<file path="src/hw/rtl/frc_pkg.sv">
package frc_pkg;

  typedef enum logic [1:0] {
    CMD_WRITE_RULE  = 2'd0,
    CMD_WRITE_DEF   = 2'd1,
    CMD_CLASSIFY    = 2'd2,
    CMD_CLEAR_COUNT = 2'd3
  } cmd_t;

  localparam logic [2:0] VERDICT_LOG = 3'd3;
  localparam logic [7:0] SYN_ONLY = 8'h02;

  typedef struct packed {
    logic [1:0]  cmd;
    logic [2:0]  chain;
    logic [3:0]  rule_index;
    logic [1:0]  word_select;
    logic [63:0] word_data;
    logic [7:0]  protocol;
    logic [15:0] src_port;
    logic [15:0] dst_port;
    logic [31:0] src_addr;
    logic [31:0] dst_addr;
    logic [7:0]  flag_byte;
    logic        established;
  } in_item_t;

  typedef struct packed {
    logic [2:0]  verdict;
    logic        rule_hit;
    logic [3:0]  hit_index;
    logic        logged;
    logic [31:0] nat_addr;
    logic [15:0] xlat_port;
    logic [31:0] chain_packets;
  } out_item_t;

  // Packet fields that the rule matcher compares against.
  typedef struct packed {
    logic [7:0]  protocol;
    logic [15:0] src_port;
    logic [15:0] dst_port;
    logic [31:0] src_addr;
    logic [31:0] dst_addr;
    logic [7:0]  flag_byte;
    logic        established;
  } pkt_t;

endpackage

</file>
<file path="src/hw/rtl/frc_match.sv">
module frc_match (
  input  logic [63:0]   w0,
  input  logic [63:0]   w1,
  input  logic [63:0]   w2,
  input  logic [63:0]   w3,
  input  frc_pkg::pkt_t pkt,
  output logic          hit
);
  logic ok_proto, ok_dport, ok_sport, ok_src, ok_dst, ok_est, ok_new;

  always_comb begin
    ok_proto = (w0[7:0] == 8'd0) || (w0[7:0] == pkt.protocol);
    ok_dport = (w0[23:8] == 16'd0) ||
               ((pkt.dst_port >= w0[23:8]) && (pkt.dst_port <= w0[39:24]));
    ok_sport = (w0[55:40] == 16'd0) ||
               ((pkt.src_port >= w0[55:40]) && (pkt.src_port <= w3[15:0]));
    ok_src = (w1[31:0] == 32'd0) || ((pkt.src_addr & w1[63:32]) == (w1[31:0] & w1[63:32]));
    ok_dst = (w2[31:0] == 32'd0) || ((pkt.dst_addr & w2[63:32]) == (w2[31:0] & w2[63:32]));
    ok_est = !w0[56] || pkt.established;
    ok_new = !w0[57] || (pkt.flag_byte == frc_pkg::SYN_ONLY);
    hit = w0[58] && ok_proto && ok_dport && ok_sport && ok_src && ok_dst && ok_est && ok_new;
  end
endmodule

</file>
<file path="config.mk">
export PLATFORM = sky130hd
export DESIGN_NAME = frc_match
export DESIGN_NICKNAME = d
export VERILOG_FILES = /design/src/hw/rtl/frc_pkg.sv /design/src/hw/rtl/frc_match.sv
export SDC_FILE = /design/constraint.sdc
export NUM_CORES = 1
export LEC_CHECK = 0
export CAP_MARGIN = 25
export CORE_AREA = 2 2 142 144
export DETAILED_ROUTE_END_ITERATION = 8
export DIE_AREA = 0 0 144 146
export DONT_BUFFER_PORTS = 1
export GPL_TIMING_DRIVEN = 0
export PLACE_DENSITY_LB_ADDON = 0.25
export REMOVE_ABC_BUFFERS = 1
export SYNTH_ARGS = -nofsm -noshare
export SYNTH_HDL_FRONTEND = slang
export SYNTH_SLANG_ARGS = --single-unit
</file>
<file path="constraint.sdc">
create_clock -name vclk -period 2.3
set_input_delay 0.345 -clock vclk [all_inputs]
set_output_delay 0.345 -clock vclk [all_outputs]
set_load 0.02 [all_outputs]
</file>
# Word-level counts from Yosys, hierarchy flattened
# Index checks and enable logic that the tools add are counted.
[op_classes]
order_cmp = 4
n_eq_ne = 4
reduce_logical = 23
bitwise_logic = 4
[ops]
columns = ["cell", "n"]
rows = [
  ["32-bit bitwise AND", 4],
  ["32-bit == test", 2],
  ["32-bit logical NOT", 2],
  ["16-bit greater-or-equal comparator", 2],
  ["16-bit <= comparator", 2],
  ["16-bit logical NOT", 2],
  ["1-bit logical AND", 9],
  ["8-bit by 2-bit == test with 1-bit output (second input constant)", 1],
  ["8-bit == test", 1],
  ["8-bit logical NOT", 1],
  ["1-bit logical OR", 7],
  ["1-bit logical NOT", 2],
]
[word_totals]
output_inout_bits = 1
inputBits = 369
register_bits = 0
elab_cells = 35

# Logic depth before layout (Yosys ltp)
# Gate-level depths: netlist of run 1.
[depth]
depth_word = 9
depth_mapped = 8
depth_no_buf = 8

# Least setup slack after synthesis of run 1
# OpenSTA, ideal clock, no wires.
[synth_timing]
path_type = "input to output"
start = "in w0[37]"
end = "out hit"
path_buffers = 0
required_time_ps = 1955
t_arrival_ps = 2117
cell_stages = 7
path_slack_ps = -162
path_cell_list = "inv_1 ha_1 nand4_2 or4_1 o21ai_1 a21oi_1 a2111oi_2"
[synth_via]
elab_chain_len = 9
[synth_lines]
columns = ["element", "line_no", "rtl"]
rows = [
  ["start, declared", "frc_match.sv:2", "input logic [63:0] w0,"],
  ["16-bit <= comparator", "frc_match.sv:14", "((pkt.dst_port >= w0[23:8]) && (pkt.dst_port <= w0[39:24]));"],
  ["1-bit logical AND", "frc_match.sv:14", ""],
  ["1-bit logical OR", "frc_match.sv:13", "ok_dport = (w0[23:8] == 16'd0) ||"],
  ["1-bit logical AND (6 in series)", "frc_match.sv:21", "hit = w0[58] && ok_proto && ok_dport && ok_sport && ok_src && ok_dst && ok_est && ok_new;"],
  ["end, declared", "frc_match.sv:7", "output logic hit"],
]
# Every way passes these cells.

# Final worst setup path of run 1
[layout_timing]
start = "in w3[5]"
end = "out hit"
[layout_via]
elab_chain_len = 8
[layout_lines]
columns = ["element", "line_no", "rtl"]
rows = [
  ["start, declared", "frc_match.sv:5", "input logic [63:0] w3,"],
  ["16-bit <= comparator", "frc_match.sv:16", "((pkt.src_port >= w0[55:40]) && (pkt.src_port <= w3[15:0]));"],
  ["1-bit logical AND", "frc_match.sv:16", ""],
  ["1-bit logical OR", "frc_match.sv:15", "ok_sport = (w0[55:40] == 16'd0) ||"],
  ["1-bit logical AND (5 in series)", "frc_match.sv:21", ""],
]
# Every way passes these cells.

==> results of run 1 <==
routing by layer:
metal	wire (um)	track usage [%]	vias up
met5	0	0	-
met4	379	3.33	0
met3	1180	2.47	20
met2	7080	22.6	193
met1	4970	13.1	1345
li1	-	-	1411
through the flow:
stage / cell area, sq um / cells
6_report: 3380 / 648
5_1_grt: 3380 / 648
4_1_cts: 3370 / 646
3_5_place_dp: 3110 / 645
3_3_place_gp: 3110 / 645
2_1_floorplan: 2780 / 380
cells by family after synthesis:
logic type / after synthesis
simple gates: 90
compound gates: 89
buf+inv: 65
fa+ha+maj: 64
xor+xnor: 72
power groups by stage:
stage	logic, W	registers [W]	clock network, W
5_1_grt	0.000552	0	0.000000000117
2_1_floorplan	0.000327	0	0
6_report	0.000480	0	0.000000000117
4_1_cts	0.000487	0	0
3_5_place_dp	0.000437	0	0
3_3_place_gp	0.000422	0	0
layout by cell type, fill, tap and decap left out, types with 2 or more instances in the layout:
cell and n:
sky130_fd_sc_hd__xor2_1 72, sky130_fd_sc_hd__nand3_1 3, sky130_fd_sc_hd__o211ai_1 3, sky130_fd_sc_hd__diode_2 2, sky130_fd_sc_hd__nor2_1 9, sky130_fd_sc_hd__ha_1 55, sky130_fd_sc_hd__a21oi_1 25, sky130_fd_sc_hd__a211oi_1 2
sky130_fd_sc_hd__a21o_1 7, sky130_fd_sc_hd__nand2_1 14, sky130_fd_sc_hd__a211oi_2 2, sky130_fd_sc_hd__ha_4 9, sky130_fd_sc_hd__inv_4 2, sky130_fd_sc_hd__o2111ai_1 2, sky130_fd_sc_hd__nor3_1 2, sky130_fd_sc_hd__nor4_1 29
sky130_fd_sc_hd__nand4_1 21, sky130_fd_sc_hd__a22oi_2 2, sky130_fd_sc_hd__a22oi_1 30, sky130_fd_sc_hd__o21ai_0 8, sky130_fd_sc_hd__nor4_2 2, sky130_fd_sc_hd__nor2b_1 2, sky130_fd_sc_hd__inv_1 61
tightest hold or removal path: cells and delay by family:
kind / cells / cell delay [ps]
compound gates: 3 / 240
final cells by class:
| type | count | area share, % |
|---|---|---|
| antenna | 2 | 0.148 |
| inverter | 65 | 7.58 |
| multi-input combinational | 315 | 82.2 |
| tap | 265 | 9.80 |
| timing repair buffer | 1 | 0.222 |
path summary, 6_finish.rpt:
path                   start  endpoint  slack, ps  cells after the start
worst max-delay path   w3[5]       hit        -90                      8
worst min-delay path  w0[57]       hit        930                      3
what timing repair did:
action                                  CTS  global route
resized for setup                        38             1
pin swaps                                13             0
buffers inserted                          1             0
hold buffers                              0             0
endpoints found under the setup margin    1             1
==> reports/metrics.sh, run 1 <==
HPWLAFTERDP_MM=13.0
ROUTE.DETAILED.DRC=0
YOSYSSEQAREASHARE_PCT=0
CELL_FAMILY_WITH_THE_LARGEST_SHARE_OF_CRITICAL_PATH_DELAY='compound AO/OA/AOI/OAI gates'
GRT_PASS1_VIAS=3305
CP_CLASS='primary input to output port'
SLEW-LIMIT-HEADROOM_PCT=63.6
ROWS=51
GRT_PASS1_WL_MM=19.0
PRECTSSETUPSLACK_PS=-897
FP.DIEH_UM=146
DIE_WIDTH_UM=144
P_INT_W=0.000233
TIMING.FINAL.SETUP_VIOLATIONS=1
REPORT.FINAL.SLEW_VIOL_COUNT=0
CRITICAL_PATH.STARTPOINT_TYPE='primary input'
GRT_USE_TOTAL_PCT=11.9
CRITICAL_PATH.N_BUFFERS_INVERTERS=1
FINAL_NETS=816
SYNTH_WARNINGS=0
POWER.DENSITY_CELL_AREA_nW_PER_UM2=142
NUM_IO_PINS=370
PERIOD_MINUS_SLACK_PS=2390
DRT_FIRST_PASS_ITERS=4
TIMING.FMAX_MHz=418
FINAL_ANT_VIOL_NETS=0
YOSYS.AREA_SHARE.ADDER_PCT=28.8
SYNTH_TOP_FAMILY_BY_AREA='adder cells'
ROUTED_WL_MM=13.6
SYNTH_AREA_PER_CELL_SQ_UM=7.32
SYNTH_TOP_CELL_AREA_SHARE_PCT=28.8
WORST-ENDPOINT-REQUIRED_PS=1960
SEQ_CELLS=0
FINALSETUPTNS_PS=-94.8
TIGHTEST_SLEW_PS=541
SYN2LAYOUT_AREA_GROWTH_PCT=21.7
YS_TYPES=28
PLACE_CONGESTION=0.840
POWER.SHARE.CLOCK_PCT=0
SYNTH.CELLS.MOST_FREQUENT='sky130_fd_sc_hd__xor2_1 (72), sky130_fd_sc_hd__inv_1 (65), sky130_fd_sc_hd__ha_1 (64)'
YOSYS.AREA.TOP_TYPE='sky130_fd_sc_hd__ha_1'
SYNTHMUXAREASHARE_PCT=0
COMB_POWER_SHARE_PCT=100.0
VIOLATIONS='negative setup slack'
WORST-PATH-MAX-FANOUT=2
POST-ROUTE-PERIOD-UTIL_PCT=104
POWER_SWITCHING_SHARE_PCT=51.3
CP_MAX_DELAY_CELL='sky130_fd_sc_hd__a2111oi_4'
COREAREA_SQ_UM=19300
IRDROPWORSTVDD_V=0.0000450
GRT_SETUP_UNREPAIRED='yes'
SYNTHXORXNORAREAFRAC_PCT=22.7
GRT_START_MAX_NET_PINS=4
SETUP_CRIT_END_KIND='output port'
YOSYSMOSTFREQUENTCELL='sky130_fd_sc_hd__xor2_1'
WORST_HOLD_PATH_TYPE='primary input to output port'
GLOBALROUTE.TOTALOVERFLOW=0
WORSTPATHCELLLIST='inv_1, ha_1, and4_1, a21oi_2, o221ai_2, a211oi_2, o211ai_1, a2111oi_4'
HOLD_VIOL=0
FULL_DIE_AREA_SQ_UM=21000
ROUTED-VIA-COUNT=2969
FINALWORSTSETUPSLACK_PS=-94.8
STATUS='finished, violations left'
FINALPOWER_W=0.000480
HOLD-WORST-SLACK_PS=931
IO_BUFFERS=0
AREA_FRACTION_IN_COMPOUND_GATES_AFTER_SYNTHESIS_PCT=21.3
POST_SYNTH_DESIGN_CELL_AREA_SQ_UM=2780
LEAKAGE_nW=1.48
MULTI_INPUT_COMB_AREA_SQ_UM=2780
SYNTH-SIMPLE-AREA-SHARE_PCT=18.5
CLOCKBUFFERCOUNT=0
DETAIL_ROUTE.WL_PER_CELL_UM=21.0
POST-ROUTE-UTIL_PCT=17.5
FILLCELLCOUNT=2230
SYN-INSTANCE-COUNT=380
INITIAL_STANDARD_CELL_UTILIZATION_OF_THE_CORE_PCT=14.4
CRITICAL-PATH-MAX-STAGE-DELAY_PS=570
SHARE_OF_LAYOUT_CELLS_ABOVE_DRIVE_STRENGTH_1_PCT=8.14
CRITPATHARRIVALTIME_PS=2050
MAXCAPVIOLATIONS=0
POWER.SEQUENTIAL.FRACTION_PCT=0
SWITCHINGPOWER_W=0.000246
DRT_ITER0_DRC=63
ROUTED_VIA_DENSITY=4.58
SYNTH.AREA.TOP_CELLS='sky130_fd_sc_hd__ha_1 (29%), sky130_fd_sc_hd__xor2_1 (23%), sky130_fd_sc_hd__inv_1 (8.8%), sky130_fd_sc_hd__a22oi_1 (8.6%), sky130_fd_sc_hd__nor4_1 (7.2%)'
AREA.SEQUENTIAL_SQ_UM=0
GRT_ANTENNA_BEFORE_REPAIR=2
No activity file was read; power rests on OpenSTA's default activity.
==> run 2: changes to the inputs <==
Settings changed: CELL_PAD_IN_SITES_DETAIL_PLACEMENT set to 1, CELL_PAD_IN_SITES_GLOBAL_PLACEMENT set to 1.
==> run 2 against run 1 <==
  * The run still ends with negative setup slack left
  * Largest cell class unchanged
  * Cell count rose by 0.62%
  * Routed wire length rose by 6.3%
  * Critical path type unchanged
  * Clock-buffer cell count did not move
==> reports/metrics.sh, run 2 (synthesis results as in run 1) <==
PERIOD_MINUS_SLACK_PS=2450  # was 2390 ps
DIE_WIDTH_UM=144  # unchanged
POST_LAYOUT_INSTANCE_COUNT_EXCLUDING_FILLER_CELLS=652  # was 648
MIN_FROM='w0[57]'  # unchanged
WORST_HOLD_PATH_TYPE='primary input to output port'  # unchanged
GRT_ANTENNA_BEFORE_REPAIR=0  # was 2
ROUTED_VIA_DENSITY=4.60  # was 4.58
INITIAL_STANDARD_CELL_UTILIZATION_OF_THE_CORE_PCT=14.4  # unchanged
COREAREA_SQ_UM=19300  # unchanged
POST-ROUTE-PERIOD-UTIL_PCT=106  # was 104%
GLOBALROUTE.TOTALOVERFLOW=0  # unchanged
POSTCTSHOLDBUFS=0  # unchanged
POWER.SEQUENTIAL.FRACTION_PCT=0  # about the same
NUM_ANTENNA_CELLS=0  # was 2
CLOCKBUFFERCOUNT=0  # unchanged
ROUTED-VIA-COUNT=2998  # was 2969
DETAIL_ROUTE.WL_PER_CELL_UM=22.2  # was 21.0 um
NUM_IO_PINS=370  # unchanged
MAXCAPVIOLATIONS=0  # unchanged
STATUS='finished, violations left'  # unchanged
FP.DIEH_UM=146  # unchanged
ROUTED_WL_MM=14.5  # was 13.6 mm
IRDROPWORSTVDD_V=0.0000341  # was 0.0000450 V
FINALPOWER_W=0.000486  # was 0.000480 W
FINALWORSTSETUPSLACK_PS=-149  # was -94.8 ps
GRT_PASS1_VIAS=3558  # was 3305
AREA.SEQUENTIAL_SQ_UM=0  # unchanged
TIMING.FINAL.SETUP_VIOLATIONS=1  # unchanged
PLACE_INST=645  # unchanged
CRITPATHARRIVALTIME_PS=2100  # was 2050 ps
GRT_USE_TOTAL_PCT=12.7  # was 11.9%
SLEW-LIMIT-HEADROOM_PCT=55.7  # was 63.6%
HOLD_PATH_DEPTH=3  # unchanged
TIGHTEST_SLEW_PS=659  # was 541 ps
DRT_ITER0_DRC=63  # unchanged
FINAL_ANT_VIOL_NETS=0  # unchanged
SETUP_CRIT_END_KIND='output port'  # unchanged
WHS_ENDPOINT='hit'  # unchanged
SWITCHINGPOWER_W=0.000251  # was 0.000246 W
GRT_SETUP_UNREPAIRED='yes'  # unchanged
P_INT_W=0.000236  # was 0.000233 W
PLACE_CONGESTION=0.811  # was 0.840
CP_CLASS='primary input to output port'  # unchanged
CRITICAL-PATH-MAX-STAGE-DELAY_PS=580  # was 570 ps
WORST-PATH-MAX-FANOUT=2  # unchanged
TIMING.FMAX_MHz=408  # was 418 MHz
CP_MAX_DELAY_CELL='sky130_fd_sc_hd__or4_4'  # was sky130_fd_sc_hd__a2111oi_4
HOLD_VIOL=0  # unchanged
HPWLAFTERDP_MM=13.7  # was 13.0 mm
IO_BUFFERS=0  # unchanged
POWER.DENSITY_CELL_AREA_nW_PER_UM2=144  # was 142 nW/um^2
SHARE_OF_LAYOUT_CELLS_ABOVE_DRIVE_STRENGTH_1_PCT=9.30  # was 8.14%
FULL_DIE_AREA_SQ_UM=21000  # unchanged
REPORT.FINAL.SLEW_VIOL_COUNT=0  # unchanged
DRT_FIRST_PASS_ITERS=4  # unchanged
WORST-ENDPOINT-REQUIRED_PS=1960  # about the same
ROWS=51  # unchanged
FINAL_NETS=822  # was 816
POWER_SWITCHING_SHARE_PCT=51.6  # was 51.3%
COMB_POWER_SHARE_PCT=100.0  # about the same
FINAL_COMMON_CELL='sky130_fd_sc_hd__xor2_1'  # unchanged
MOSTFREQUENTLAYOUTCELLS='sky130_fd_sc_hd__xor2_1 (72), sky130_fd_sc_hd__inv_1 (61), sky130_fd_sc_hd__ha_1 (58), sky130_fd_sc_hd__a22oi_1 (31), sky130_fd_sc_hd__nor4_1 (28)'  # was sky130_fd_sc_hd__xor2_1 (72), sky130_fd_sc_hd__inv_1 (61), sky130_fd_sc_hd__ha_1 (55), sky130_fd_sc_hd__a22oi_1 (30), sky130_fd_sc_hd__nor4_1 (29)
CRITICAL_PATH.STARTPOINT_TYPE='primary input'  # unchanged
VIOLATIONS='negative setup slack'  # unchanged
ROUTE.DETAILED.DRC=0  # unchanged
SEQ_CELLS=0  # unchanged
POWER.SHARE.CLOCK_PCT=0  # about the same
GRT_PASS1_WL_MM=20.4  # was 19.0 mm
GRT_START_MAX_NET_PINS=4  # unchanged
SYN2LAYOUT_AREA_GROWTH_PCT=21.4  # was 21.7%
LEAKAGE_nW=1.49  # was 1.48 nW
WORSTPATHCELLLIST='inv_4, ha_4, nand4_1, or4_4, o21ai_4, a21oi_4, a2111oi_4'  # was inv_1, ha_1, and4_1, a21oi_2, o221ai_2, a211oi_2, o211ai_1, a2111oi_4
==> run 2: changes by cell type in the layout (fill, tap and decap cells not counted), moves of 2 or more <==
cell / previous run / this run
sky130_fd_sc_hd__ha_1: 55 / 58
sky130_fd_sc_hd__ha_4: 9 / 6
sky130_fd_sc_hd__diode_2: 2 / 0
sky130_fd_sc_hd__buf_4: 1 / 7
==> run 2: layer usage <==
layer  wire [um]  GRT usage (%)  vias up
met5           0              0        -
met3         882           1.05       12
met2        7810           25.3      181
met4         308           2.21        0
li1            -              -     1422
met1        5460           14.6     1383
==> run 2: metrics by stage <==
step / setup TNS [ps] / hold slack (ps) / setup WS, ps / utilization, % / area, sq um
2_1_floorplan: -162 / 894 / -162 / - / 2780
3_3_place_gp: -786 / 988 / -786 / 16.1 / 3110
3_5_place_dp: -826 / 983 / -826 / 16.1 / 3110
4_1_cts: -140 / 952 / -140 / 17.4 / 3360
5_1_grt: -191 / 957 / -191 / 17.5 / 3380
6_report: -149 / 924 / -149 / 17.5 / 3380
==> run 2: power groups by stage <==
stage	logic, W	clock network [W]	registers, W
after detailed placement	0.000442	0	0
final	0.000486	0	0
after global placement	0.000423	0	0
after floorplan	0.000327	0	0
after CTS	0.000489	0	0
after global routing	0.000560	0	0
==> run 2: worst max-delay path: cells and delay by family <==
kind	cells	cell delay (ps)
adder cells (fa/ha/maj)	1	250
AO/OA/AOI/OAI	3	780
AND/OR/NAND/NOR	2	710
buffers and inverters	1	20
==> run 2: cell type report <==
cell class,instances,area [sq um]
fill,2345,16000
inverter,65,259
multi-input combinational,315,2730
tap,265,332
timing repair buffer,7,52.6
==> run 2: how the worst max path moves through the flow <==
stage,slack [ps],depth (start not counted),to,start
2_1_floorplan,-160,7,hit,w0[37]
3_3_place_gp,-790,6,hit,w1[10]
3_5_place_dp,-830,6,hit,w1[10]
4_1_cts,-140,7,hit,w0[33]
5_1_grt,-190,7,hit,w0[29]
6_report,-150,7,hit,w0[34]
==> run 2: repair_timing <==
action	in CTS	in global routing
gates cloned	0	0
pin swaps	17	3
setup endpoints to repair	1	1
gates resized for setup	34	3
hold endpoints to repair	0	0
buffers inserted	7	0
